<file path="src/hw/rtl/bps_pkg.sv">
// Shared types, constants and tables of the ballistic pitch solver.
`timescale 1ns / 1ps

package bps_pkg;

	localparam int ITERATIONS    = 30;
	localparam int CORDIC_STEPS  = 30;
	localparam int TAYLOR_TERMS  = 14;
	localparam int EXP_MAX_POW   = 28;
	localparam int DIV_T_STEPS   = 24;
	localparam int DIV_TAY_STEPS = 32;
	localparam int RND_W         = $clog2(ITERATIONS);

	localparam int CW = 42;
	localparam int AW = 34;

	localparam logic [30:0]           ONE30     = 31'd1073741824;
	localparam logic signed [AW-1:0]  HALF_PI30 = 34'sd1686629713;
	localparam logic signed [CW-1:0]  GAIN30    = 42'sd652032874;
	localparam logic [35:0]           LN2_30    = 36'd744261118;
	localparam logic signed [29:0]    CORR30    = 30'sd322122547;
	localparam logic [24:0]           T_CAP     = 25'd16777216;
	localparam logic signed [25:0]    H_LIM     = 26'sd16777216;

	localparam logic [1:0] CFG_MUZZLE_SPEED  = 2'd0;
	localparam logic [1:0] CFG_GRAVITY_ACCEL = 2'd1;
	localparam logic [1:0] CFG_DRAG_COEFF    = 2'd2;

	typedef enum logic [4:0] {
		OP_NONE, OP_LOAD, OP_EXP_SUB, OP_EXP_HUGE, OP_TAY_INIT, OP_TAY_MUL,
		OP_DIV_STEP, OP_TAY_ACC, OP_EXP_FIN, OP_ATAN_INIT, OP_ATAN_STEP,
		OP_SC_INIT, OP_SC_STEP, OP_DEN_MUL, OP_T_ZERO, OP_T_CAP,
		OP_DIV_INIT_T, OP_T_TAKE, OP_MUL1, OP_MUL2, OP_MUL3, OP_H,
		OP_DZ_MUL, OP_AIM, OP_FINISH
	} op_t;

	typedef struct packed {
		op_t        op;
		logic [4:0] idx;
		logic       oor;
		logic       conv;
	} cmd_t;

	typedef struct packed {
		logic ge_ln2;
		logic n_max;
		logic num_zero;
		logic x_zero;
		logic cos_neg;
		logic tcap;
		logic h_zero;
		logic dz_zero;
	} sts_t;

	function automatic logic [29:0] atan_entry(input logic [4:0] i);
		logic [29:0] r;
		case (i)
			5'd0:  r = 30'd843314857;
			5'd1:  r = 30'd497837829;
			5'd2:  r = 30'd263043837;
			5'd3:  r = 30'd133525159;
			5'd4:  r = 30'd67021687;
			5'd5:  r = 30'd33543516;
			5'd6:  r = 30'd16775851;
			5'd7:  r = 30'd8388437;
			5'd8:  r = 30'd4194283;
			5'd9:  r = 30'd2097149;
			5'd10: r = 30'd1048576;
			5'd11: r = 30'd524288;
			5'd12: r = 30'd262144;
			5'd13: r = 30'd131072;
			5'd14: r = 30'd65536;
			5'd15: r = 30'd32768;
			5'd16: r = 30'd16384;
			5'd17: r = 30'd8192;
			5'd18: r = 30'd4096;
			5'd19: r = 30'd2048;
			5'd20: r = 30'd1024;
			5'd21: r = 30'd512;
			5'd22: r = 30'd256;
			5'd23: r = 30'd128;
			5'd24: r = 30'd64;
			5'd25: r = 30'd32;
			5'd26: r = 30'd16;
			5'd27: r = 30'd8;
			5'd28: r = 30'd4;
			5'd29: r = 30'd2;
			default: r = 30'd0;
		endcase
		return r;
	endfunction

endpackage

</file>
<file path="src/hw/rtl/bps_ctrl.sv">
// Sequencer of the pitch solver: walks the exp, CORDIC, divide and update steps.
`timescale 1ns / 1ps

module bps_ctrl (
	input  logic          clk,
	input  logic          arst_n,
	input  logic          in_valid,
	output logic          in_ready,
	output logic          out_valid,
	input  logic          out_ready,
	input  bps_pkg::sts_t sts,
	output bps_pkg::cmd_t cmd
);

	typedef enum logic [20:0] {
		S_IDLE  = 21'd1 << 0,
		S_EXP   = 21'd1 << 1,
		S_TMUL  = 21'd1 << 2,
		S_TDIV  = 21'd1 << 3,
		S_TACC  = 21'd1 << 4,
		S_EFIN  = 21'd1 << 5,
		S_ATI   = 21'd1 << 6,
		S_ATS   = 21'd1 << 7,
		S_SCI   = 21'd1 << 8,
		S_SCS   = 21'd1 << 9,
		S_TSEL  = 21'd1 << 10,
		S_TCHK  = 21'd1 << 11,
		S_DIV   = 21'd1 << 12,
		S_TTAKE = 21'd1 << 13,
		S_M1    = 21'd1 << 14,
		S_M2    = 21'd1 << 15,
		S_M3    = 21'd1 << 16,
		S_H     = 21'd1 << 17,
		S_HCHK  = 21'd1 << 18,
		S_AIM   = 21'd1 << 19,
		S_FIN   = 21'd1 << 20
	} state_t;

	state_t                    state_q, nxt;
	logic [4:0]                cnt_q;
	logic [3:0]                tay_q;
	logic [bps_pkg::RND_W-1:0] rnd_q;
	logic                      oor_q, conv_q, out_valid_q;
	logic                      go_fin, fin_oor, fin_conv, can_fin;

	assign can_fin = !out_valid_q || out_ready;

	always_comb begin
		nxt      = state_q;
		cmd.op   = bps_pkg::OP_NONE;
		cmd.idx  = cnt_q;
		cmd.oor  = oor_q;
		cmd.conv = conv_q;
		go_fin   = 1'b0;
		fin_oor  = 1'b0;
		fin_conv = 1'b0;
		case (state_q)
			S_IDLE: begin
				if (in_valid) begin
					cmd.op = bps_pkg::OP_LOAD;
					nxt    = S_EXP;
				end
			end
			S_EXP: begin
				if (sts.ge_ln2) begin
					if (sts.n_max) begin
						cmd.op = bps_pkg::OP_EXP_HUGE;
						nxt    = S_ATI;
					end else begin
						cmd.op = bps_pkg::OP_EXP_SUB;
					end
				end else begin
					cmd.op = bps_pkg::OP_TAY_INIT;
					nxt    = S_TMUL;
				end
			end
			S_TMUL: begin
				cmd.op  = bps_pkg::OP_TAY_MUL;
				cmd.idx = {1'b0, tay_q};
				nxt     = S_TDIV;
			end
			S_TDIV: begin
				cmd.op = bps_pkg::OP_DIV_STEP;
				if (cnt_q == 5'(bps_pkg::DIV_TAY_STEPS - 1)) begin
					nxt = S_TACC;
				end
			end
			S_TACC: begin
				cmd.op = bps_pkg::OP_TAY_ACC;
				nxt    = (tay_q == 4'(bps_pkg::TAYLOR_TERMS)) ? S_EFIN : S_TMUL;
			end
			S_EFIN: begin
				cmd.op = bps_pkg::OP_EXP_FIN;
				nxt    = S_ATI;
			end
			S_ATI: begin
				cmd.op = bps_pkg::OP_ATAN_INIT;
				nxt    = sts.x_zero ? S_SCI : S_ATS;
			end
			S_ATS: begin
				cmd.op = bps_pkg::OP_ATAN_STEP;
				if (cnt_q == 5'(bps_pkg::CORDIC_STEPS - 1)) begin
					nxt = S_SCI;
				end
			end
			S_SCI: begin
				cmd.op = bps_pkg::OP_SC_INIT;
				nxt    = S_SCS;
			end
			S_SCS: begin
				cmd.op = bps_pkg::OP_SC_STEP;
				if (cnt_q == 5'(bps_pkg::CORDIC_STEPS - 1)) begin
					nxt = S_TSEL;
				end
			end
			S_TSEL: begin
				if (sts.num_zero) begin
					cmd.op = bps_pkg::OP_T_ZERO;
					nxt    = S_M1;
				end else if (sts.cos_neg) begin
					go_fin  = 1'b1;
					fin_oor = 1'b1;
					nxt     = S_FIN;
				end else begin
					cmd.op = bps_pkg::OP_DEN_MUL;
					nxt    = S_TCHK;
				end
			end
			S_TCHK: begin
				if (sts.tcap) begin
					cmd.op = bps_pkg::OP_T_CAP;
					nxt    = S_M1;
				end else begin
					cmd.op = bps_pkg::OP_DIV_INIT_T;
					nxt    = S_DIV;
				end
			end
			S_DIV: begin
				cmd.op = bps_pkg::OP_DIV_STEP;
				if (cnt_q == 5'(bps_pkg::DIV_T_STEPS - 1)) begin
					nxt = S_TTAKE;
				end
			end
			S_TTAKE: begin
				cmd.op = bps_pkg::OP_T_TAKE;
				nxt    = S_M1;
			end
			S_M1: begin
				cmd.op = bps_pkg::OP_MUL1;
				nxt    = S_M2;
			end
			S_M2: begin
				cmd.op = bps_pkg::OP_MUL2;
				nxt    = S_M3;
			end
			S_M3: begin
				cmd.op = bps_pkg::OP_MUL3;
				nxt    = S_H;
			end
			S_H: begin
				cmd.op = bps_pkg::OP_H;
				nxt    = S_HCHK;
			end
			S_HCHK: begin
				if (sts.h_zero) begin
					go_fin  = 1'b1;
					fin_oor = 1'b1;
					nxt     = S_FIN;
				end else begin
					cmd.op = bps_pkg::OP_DZ_MUL;
					nxt    = S_AIM;
				end
			end
			S_AIM: begin
				cmd.op = bps_pkg::OP_AIM;
				if (sts.dz_zero) begin
					go_fin   = 1'b1;
					fin_conv = 1'b1;
					nxt      = S_FIN;
				end else if (rnd_q == bps_pkg::RND_W'(bps_pkg::ITERATIONS - 1)) begin
					go_fin = 1'b1;
					nxt    = S_FIN;
				end else begin
					nxt = S_ATI;
				end
			end
			S_FIN: begin
				if (can_fin) begin
					cmd.op = bps_pkg::OP_FINISH;
					nxt    = S_IDLE;
				end
			end
			default: nxt = S_IDLE;
		endcase
	end

	always_ff @(posedge clk or negedge arst_n) begin
		if (!arst_n) begin
			state_q     <= S_IDLE;
			cnt_q       <= '0;
			tay_q       <= '0;
			rnd_q       <= '0;
			oor_q       <= 1'b0;
			conv_q      <= 1'b0;
			out_valid_q <= 1'b0;
		end else begin
			state_q <= nxt;
			case (state_q)
				S_IDLE: rnd_q <= '0;
				S_EXP:  tay_q <= 4'd1;
				S_TMUL, S_ATI, S_SCI, S_TCHK: cnt_q <= '0;
				S_TDIV, S_ATS, S_SCS, S_DIV:  cnt_q <= cnt_q + 5'd1;
				S_TACC: tay_q <= tay_q + 4'd1;
				S_AIM:  rnd_q <= rnd_q + bps_pkg::RND_W'(1);
				default: ;
			endcase
			if (go_fin) begin
				oor_q  <= fin_oor;
				conv_q <= fin_conv;
			end
			if (state_q == S_FIN && can_fin) begin
				out_valid_q <= 1'b1;
			end else if (out_ready) begin
				out_valid_q <= 1'b0;
			end
		end
	end

	assign in_ready  = state_q == S_IDLE;
	assign out_valid = out_valid_q;

endmodule

</file>
<file path="config.mk">
export PLATFORM = sky130hd
export DESIGN_NAME = bps_ctrl
export DESIGN_NICKNAME = d
export VERILOG_FILES = /design/src/hw/rtl/bps_pkg.sv /design/src/hw/rtl/bps_ctrl.sv
export SDC_FILE = /design/constraint.sdc
export NUM_CORES = 1
export LEC_CHECK = 0
export ABC_CLOCK_PERIOD_IN_PS = 2800
export BUFFER_PORTS_ARGS = -buffer_cell sky130_fd_sc_hd__buf_2
export CAP_MARGIN = 15
export CORE_MARGIN = 2
export CORE_UTILIZATION = 55
export CTS_CLUSTER_DIAMETER = 30
export DETAILED_ROUTE_END_ITERATION = 8
export GPL_ROUTABILITY_DRIVEN = 0
export GPL_TIMING_DRIVEN = 0
export PLACE_DENSITY = 0.75
export SLEW_MARGIN = 30
export SYNTH_ARGS = -nofsm -noshare
export SYNTH_HDL_FRONTEND = slang
export SYNTH_SLANG_ARGS = --single-unit
</file>
<file path="constraint.sdc">
create_clock -name clk -period 2.8 [get_ports clk]
set_input_delay 0.14 -clock clk [delete_from_list [all_inputs] [get_ports clk]]
set_output_delay 0.14 -clock clk [all_outputs]
set_load 0.01 [all_outputs]
</file>
After elaboration in Yosys (flattened, before gate mapping)
Index checks and enable logic that the tools add are counted.
- add/sub/neg operators: 3
- eq/ne operators: 33
- multiplexer cells: 41
- reduce and logical (&&, ||, !) cells: 11
- operators by type and width (kind ; count):
    $pmux W21 S21 ; 1
    $mux W21 ; 13
    $pmux W5 S20 ; 1
    $mux W5 ; 5
    $eq A21 B1 Y1 const B ; 1
    $eq A21 B10 Y1 const B ; 1
    $eq A21 B11 Y1 const B ; 1
    $eq A21 B12 Y1 const B ; 1
    $eq A21 B13 Y1 const B ; 1
    $eq A21 B14 Y1 const B ; 1
    $eq A21 B15 Y1 const B ; 1
    $eq A21 B16 Y1 const B ; 1
    $eq A21 B17 Y1 const B ; 1
    $eq A21 B18 Y1 const B ; 1
    $eq A21 B19 Y1 const B ; 1
    $eq A21 B2 Y1 const B ; 1
    $eq A21 B20 Y1 const B ; 1
    $eq A21 B21 Y1 const B ; 1
    $eq A21 B3 Y1 const B ; 1
    $eq A21 B4 Y1 const B ; 1
    $eq A21 B5 Y1 const B ; 1
    $eq A21 B6 Y1 const B ; 1
    $eq A21 B7 Y1 const B ; 1
    $eq A21 B8 Y1 const B ; 1
    23 further kinds ; 48
- register bits after elaboration: 38
- output and inout port bits: 14
- logic and storage cells: 95

Depth between registers and ports, before layout
- word-level depth: 4
- mapped depth: 8

Worst setup path after synthesis
No wires, ideal clock.
- kind: register to register
- from: register state_q[19]
- to: register cnt_q[2]
- library setup time: 79 ps
- data arrival time: 2237 ps
- data required time: 2721 ps
- slack: 483 ps
- stages on the path, launching flop included: 8
- clock period less this slack: 2317 ps
- path through: dfrtp_1 > buf_2 > or4_4 > nor4_4 > nand3_2 > nand4_2 > mux2_1 > mux2i_1
- cells in the longest elaborated chain, start to end: 3
- elaborated cells on any way between the ends: 12
- those cells by class: eq/ne: 8; mux: 1; reduce/logical: 3
- RTL lines (what ; RTL line ; source):
    start: declaration ; bps_ctrl.sv:39 ; state_t state_q, nxt;
    start signal: assignment ; bps_ctrl.sv:207 ; state_q <= nxt;
    $eq A21 B4 Y1 (tied with other cells) ; bps_ctrl.sv:208 ; case (state_q)
    $reduce_or A4 Y1 ; bps_ctrl.sv:208 ;
    $pmux W5 S2 / $reduce_bool A2 Y1 (equally long branches) ; -- ;
    end signal: assignment ; bps_ctrl.sv:212 ; S_TDIV, S_ATS, S_SCS, S_DIV: cnt_q <= cnt_q + 5'd1;
    end: declaration ; bps_ctrl.sv:40 ; logic [4:0] cnt_q;
Parallel ways exist; a longest one is shown, timed or not.
A chain may end at the register's enable or synchronous reset.

==> impl_metrics.ini <==
[hold_path]
worstHoldPathType = in2reg
hp-start = sts[3]

[status]
outcome = finished, final reports clean

[final_layout]
num_antenna_cells = 0
synthToLayoutAreaGrowth_pct = 20.2
fraction_of_final_layout_cells_sized_beyond_drive_strength_1_pct = 29.0
num-fill-cells = 371
final_non_filler_cell_area_sq_mm = 0.00294
fin_nets = 328
final_core_util_pct = 68.1
layout.cells.non_filler = 362

[die]
initial_core_util_pct = 56.6
die_w_microns = 70.7
dieArea_sq_mm = 0.00500
boundaryPins = 26
die_height_microns = 70.7
core_area_sq_mm = 0.00432
placement_rows = 24

[sta]
slew_at_the_pin_with_the_worst_max_slew_slack_ns = 0.552
hold_slack_ns = 0.0125
timing.max_slew.rel_slack_pct = 63.1
clock_period_minus_final_worst_setup_slack_ns = 2.75
clock.fmax_mhz = 364
max_slew_violation_count = 0
rsz_0062_raised_after_global_routing = yes
hold_viol = 0
finalSetupViolations = 0
worst_clock_skew_ns = 0.00962
final.period_utilization_pct = 98.2

[clock_tree]
cts_inserted_buffers = 5
cts_root_buf = sky130_fd_sc_hd__clkbuf_8
tritoncts_clock_tree = yes
clock_path_buffers = 2
clkTransAtPathRegs_ns = 0.08
htree_num_levels = 2
clock_insertion_delay_worst_skew_ns = 0.30
cts.sink_count = 38

[yosys]
yosysMostFrequentCell = sky130_fd_sc_hd__dfrtp_1
yosys_warnings = 0
ys.flop_type = sky130_fd_sc_hd__dfrtp_1
post_synth_main_area_contributors = sky130_fd_sc_hd__dfrtp_1, sky130_fd_sc_hd__ha_1, sky130_fd_sc_hd__nor2_1
ys_seq_area_share_pct = 38.9
number_of_enable_flip_flop_cells_after_synthesis = 0
synthesis.nets = 280
asyncSetResetFlopFracSynth_pct = 100
synthCells = 261
netlist-cell-type-count = 56
yosysTopAreaCellShare_pct = 37.8
ys_seq_elements = 38
post_synth.cell_area_avg_sq_um = 9.38
netlist_area_sq_mm = 0.00245
synthDominantAreaCellType = sky130_fd_sc_hd__dfrtp_1
synth.top_cells.by_count = sky130_fd_sc_hd__dfrtp_1, sky130_fd_sc_hd__nor2_1, sky130_fd_sc_hd__nand2_1

[worst_setup_path]
timing.rr.start = state_q[7]
critical_path.startpoint_type = register
startpoint_of_the_most_critical_setup_path = state_q[17]
critPathArrivalTime_ns = 2.61
critical_path_class = reg2out
crit_path_end_kind = output pin
critPathRequiredTime_ns = 2.66
worstPathMaxFanout = 7

[power]
power_per_cell_area_mw_per_mm2 = 669
power.static_leakage_nw = 1.42
vdd_ir_max_mv = 0.416
report.power.total_mw = 1.97

[placement]
hpwl_microns = 4490
dp.cells = 338
io_buffer_count = 25
postPlaceCellArea_sq_mm = 0.00264

[global_route]
grt_max_degree = 39
wire_length_of_the_first_global_routing_pass_microns = 10300
grt_antenna_before_repair = 0
grt_pass1_vias = 2127
globalRoute.totalOverflow = 0
grt_use_total_pct = 26.5

[drt]
routedWlPerCell_microns = 17.5
vias = 2279
drtPass1Iterations = 5
initialDrtViolationCount = 221
postRouteAntennaNets = 0
drc_errors = 0
detail_route.vias_per_cell = 6.30
detail_route.wirelength_microns = 6320

[job]
drv_cap = 0
==> sequential cells by signal (all words and copies together), names as in the netlist <==
name,cells
state_q,21
cnt_q,5
rnd_q,5
tay_q,4
conv_q,1
oor_q,1
out_valid,1
==> area by class of cell <==
class | count | area (sq um) | area share, %
Inverter | 7 | 26.3 | 0.893
Tap cell | 52 | 65.1 | 2.21
Sequential cell | 38 | 955 | 32.4
Multi-Input combinational cell | 205 | 1500 | 50.8
Buffer | 10 | 52.6 | 1.79
Clock buffer | 7 | 86.3 | 2.93
Clock inverter | 1 | 5.00 | 0.170
Timing Repair Buffer | 42 | 258 | 8.76
==> placed cells by master, fill, tap and decap left out, types with 4 or more instances in the layout <==
cell type and count:
sky130_fd_sc_hd__dfrtp_1 35, sky130_fd_sc_hd__buf_4 20, sky130_fd_sc_hd__or4_4 4, sky130_fd_sc_hd__buf_2 27, sky130_fd_sc_hd__ha_1 7, sky130_fd_sc_hd__o21ai_0 11
sky130_fd_sc_hd__or4_1 4, sky130_fd_sc_hd__nor4_4 7, sky130_fd_sc_hd__nor4b_1 4, sky130_fd_sc_hd__or2_2 5, sky130_fd_sc_hd__nand4_1 9, sky130_fd_sc_hd__o21ai_1 4
sky130_fd_sc_hd__inv_1 6, sky130_fd_sc_hd__xor2_1 4, sky130_fd_sc_hd__clkbuf_1 5, sky130_fd_sc_hd__nor3_1 7, sky130_fd_sc_hd__nand2_1 17, sky130_fd_sc_hd__nor4_1 5
sky130_fd_sc_hd__a21oi_1 5, sky130_fd_sc_hd__nand2b_1 7, sky130_fd_sc_hd__nand3_1 12, sky130_fd_sc_hd__nor2b_1 7, sky130_fd_sc_hd__nor2_1 23, sky130_fd_sc_hd__clkbuf_8 6
==> cell families after synthesis <==
group	after synthesis	share of synthesized area, %
multiplexers	7	3.07
flip-flops	38	38.9
AO/OA/AOI/OAI	44	11.7
adder cells (fa/ha/maj)	7	3.58
XOR/XNOR	6	2.15
buffers and inverters	18	3.37
AND/OR/NAND/NOR	141	37.3
==> worst max-delay path: stages, from the launching register on <==
cell and delay, ns:
sky130_fd_sc_hd__dfrtp_2 0.47, sky130_fd_sc_hd__or4_4 0.61, sky130_fd_sc_hd__nor4_4 0.39, sky130_fd_sc_hd__and4_2 0.34
sky130_fd_sc_hd__a32o_1 0.21, sky130_fd_sc_hd__a211oi_1 0.07, sky130_fd_sc_hd__nand3_1 0.09, sky130_fd_sc_hd__buf_2 0.13
==> path summary, 6_finish.rpt <==
path / endpoint / slack, ns / depth (start not counted)
hold / removal: state_q[11] / 0.01 / 2
min in group asynchronous: state_q[14] / 0.35 / 2
setup / recovery: cmd[7] / 0.05 / 7
hold reg to reg: rnd_q[4] / 0.47 / 1
max in group asynchronous: state_q[0] / 2.08 / 2
setup reg to reg: cnt_q[2] / 0.11 / 9
==> power breakdown <==
group | switching [mW] | internal [mW] | leakage (nW)
registers | 0.0770 | 0.607 | 0.514
logic | 0.508 | 0.381 | 0.854
clock network | 0.197 | 0.199 | 0.0482
==> stage by stage <==
stage,setup WS (ns),setup TNS (ns)
floorplan,0.483,0
global placement,0.0698,0
detailed placement,0.0363,0
CTS,0.00812,0
global route,-0.0475,-0.173
finish,0.0491,0
==> repair_timing <==
action,4_1_cts,5_1_grt
resized for setup,5,11
endpoints found under the setup margin,4,6
pin swaps,5,8
setup buffers,8,8
hold endpoints to repair,29,0
hold buffers,1,0
==> metal layers <==
layer	vias to the layer above	global-route usage, %	part of all wire (%)
li1	1079	-	-
met1	1104	36.3	43
met2	84	41.7	49
met3	12	5.13	5.0
met4	0	10.3	2.1
met5	-	0	0
No activity file was read; power rests on OpenSTA's default activity.
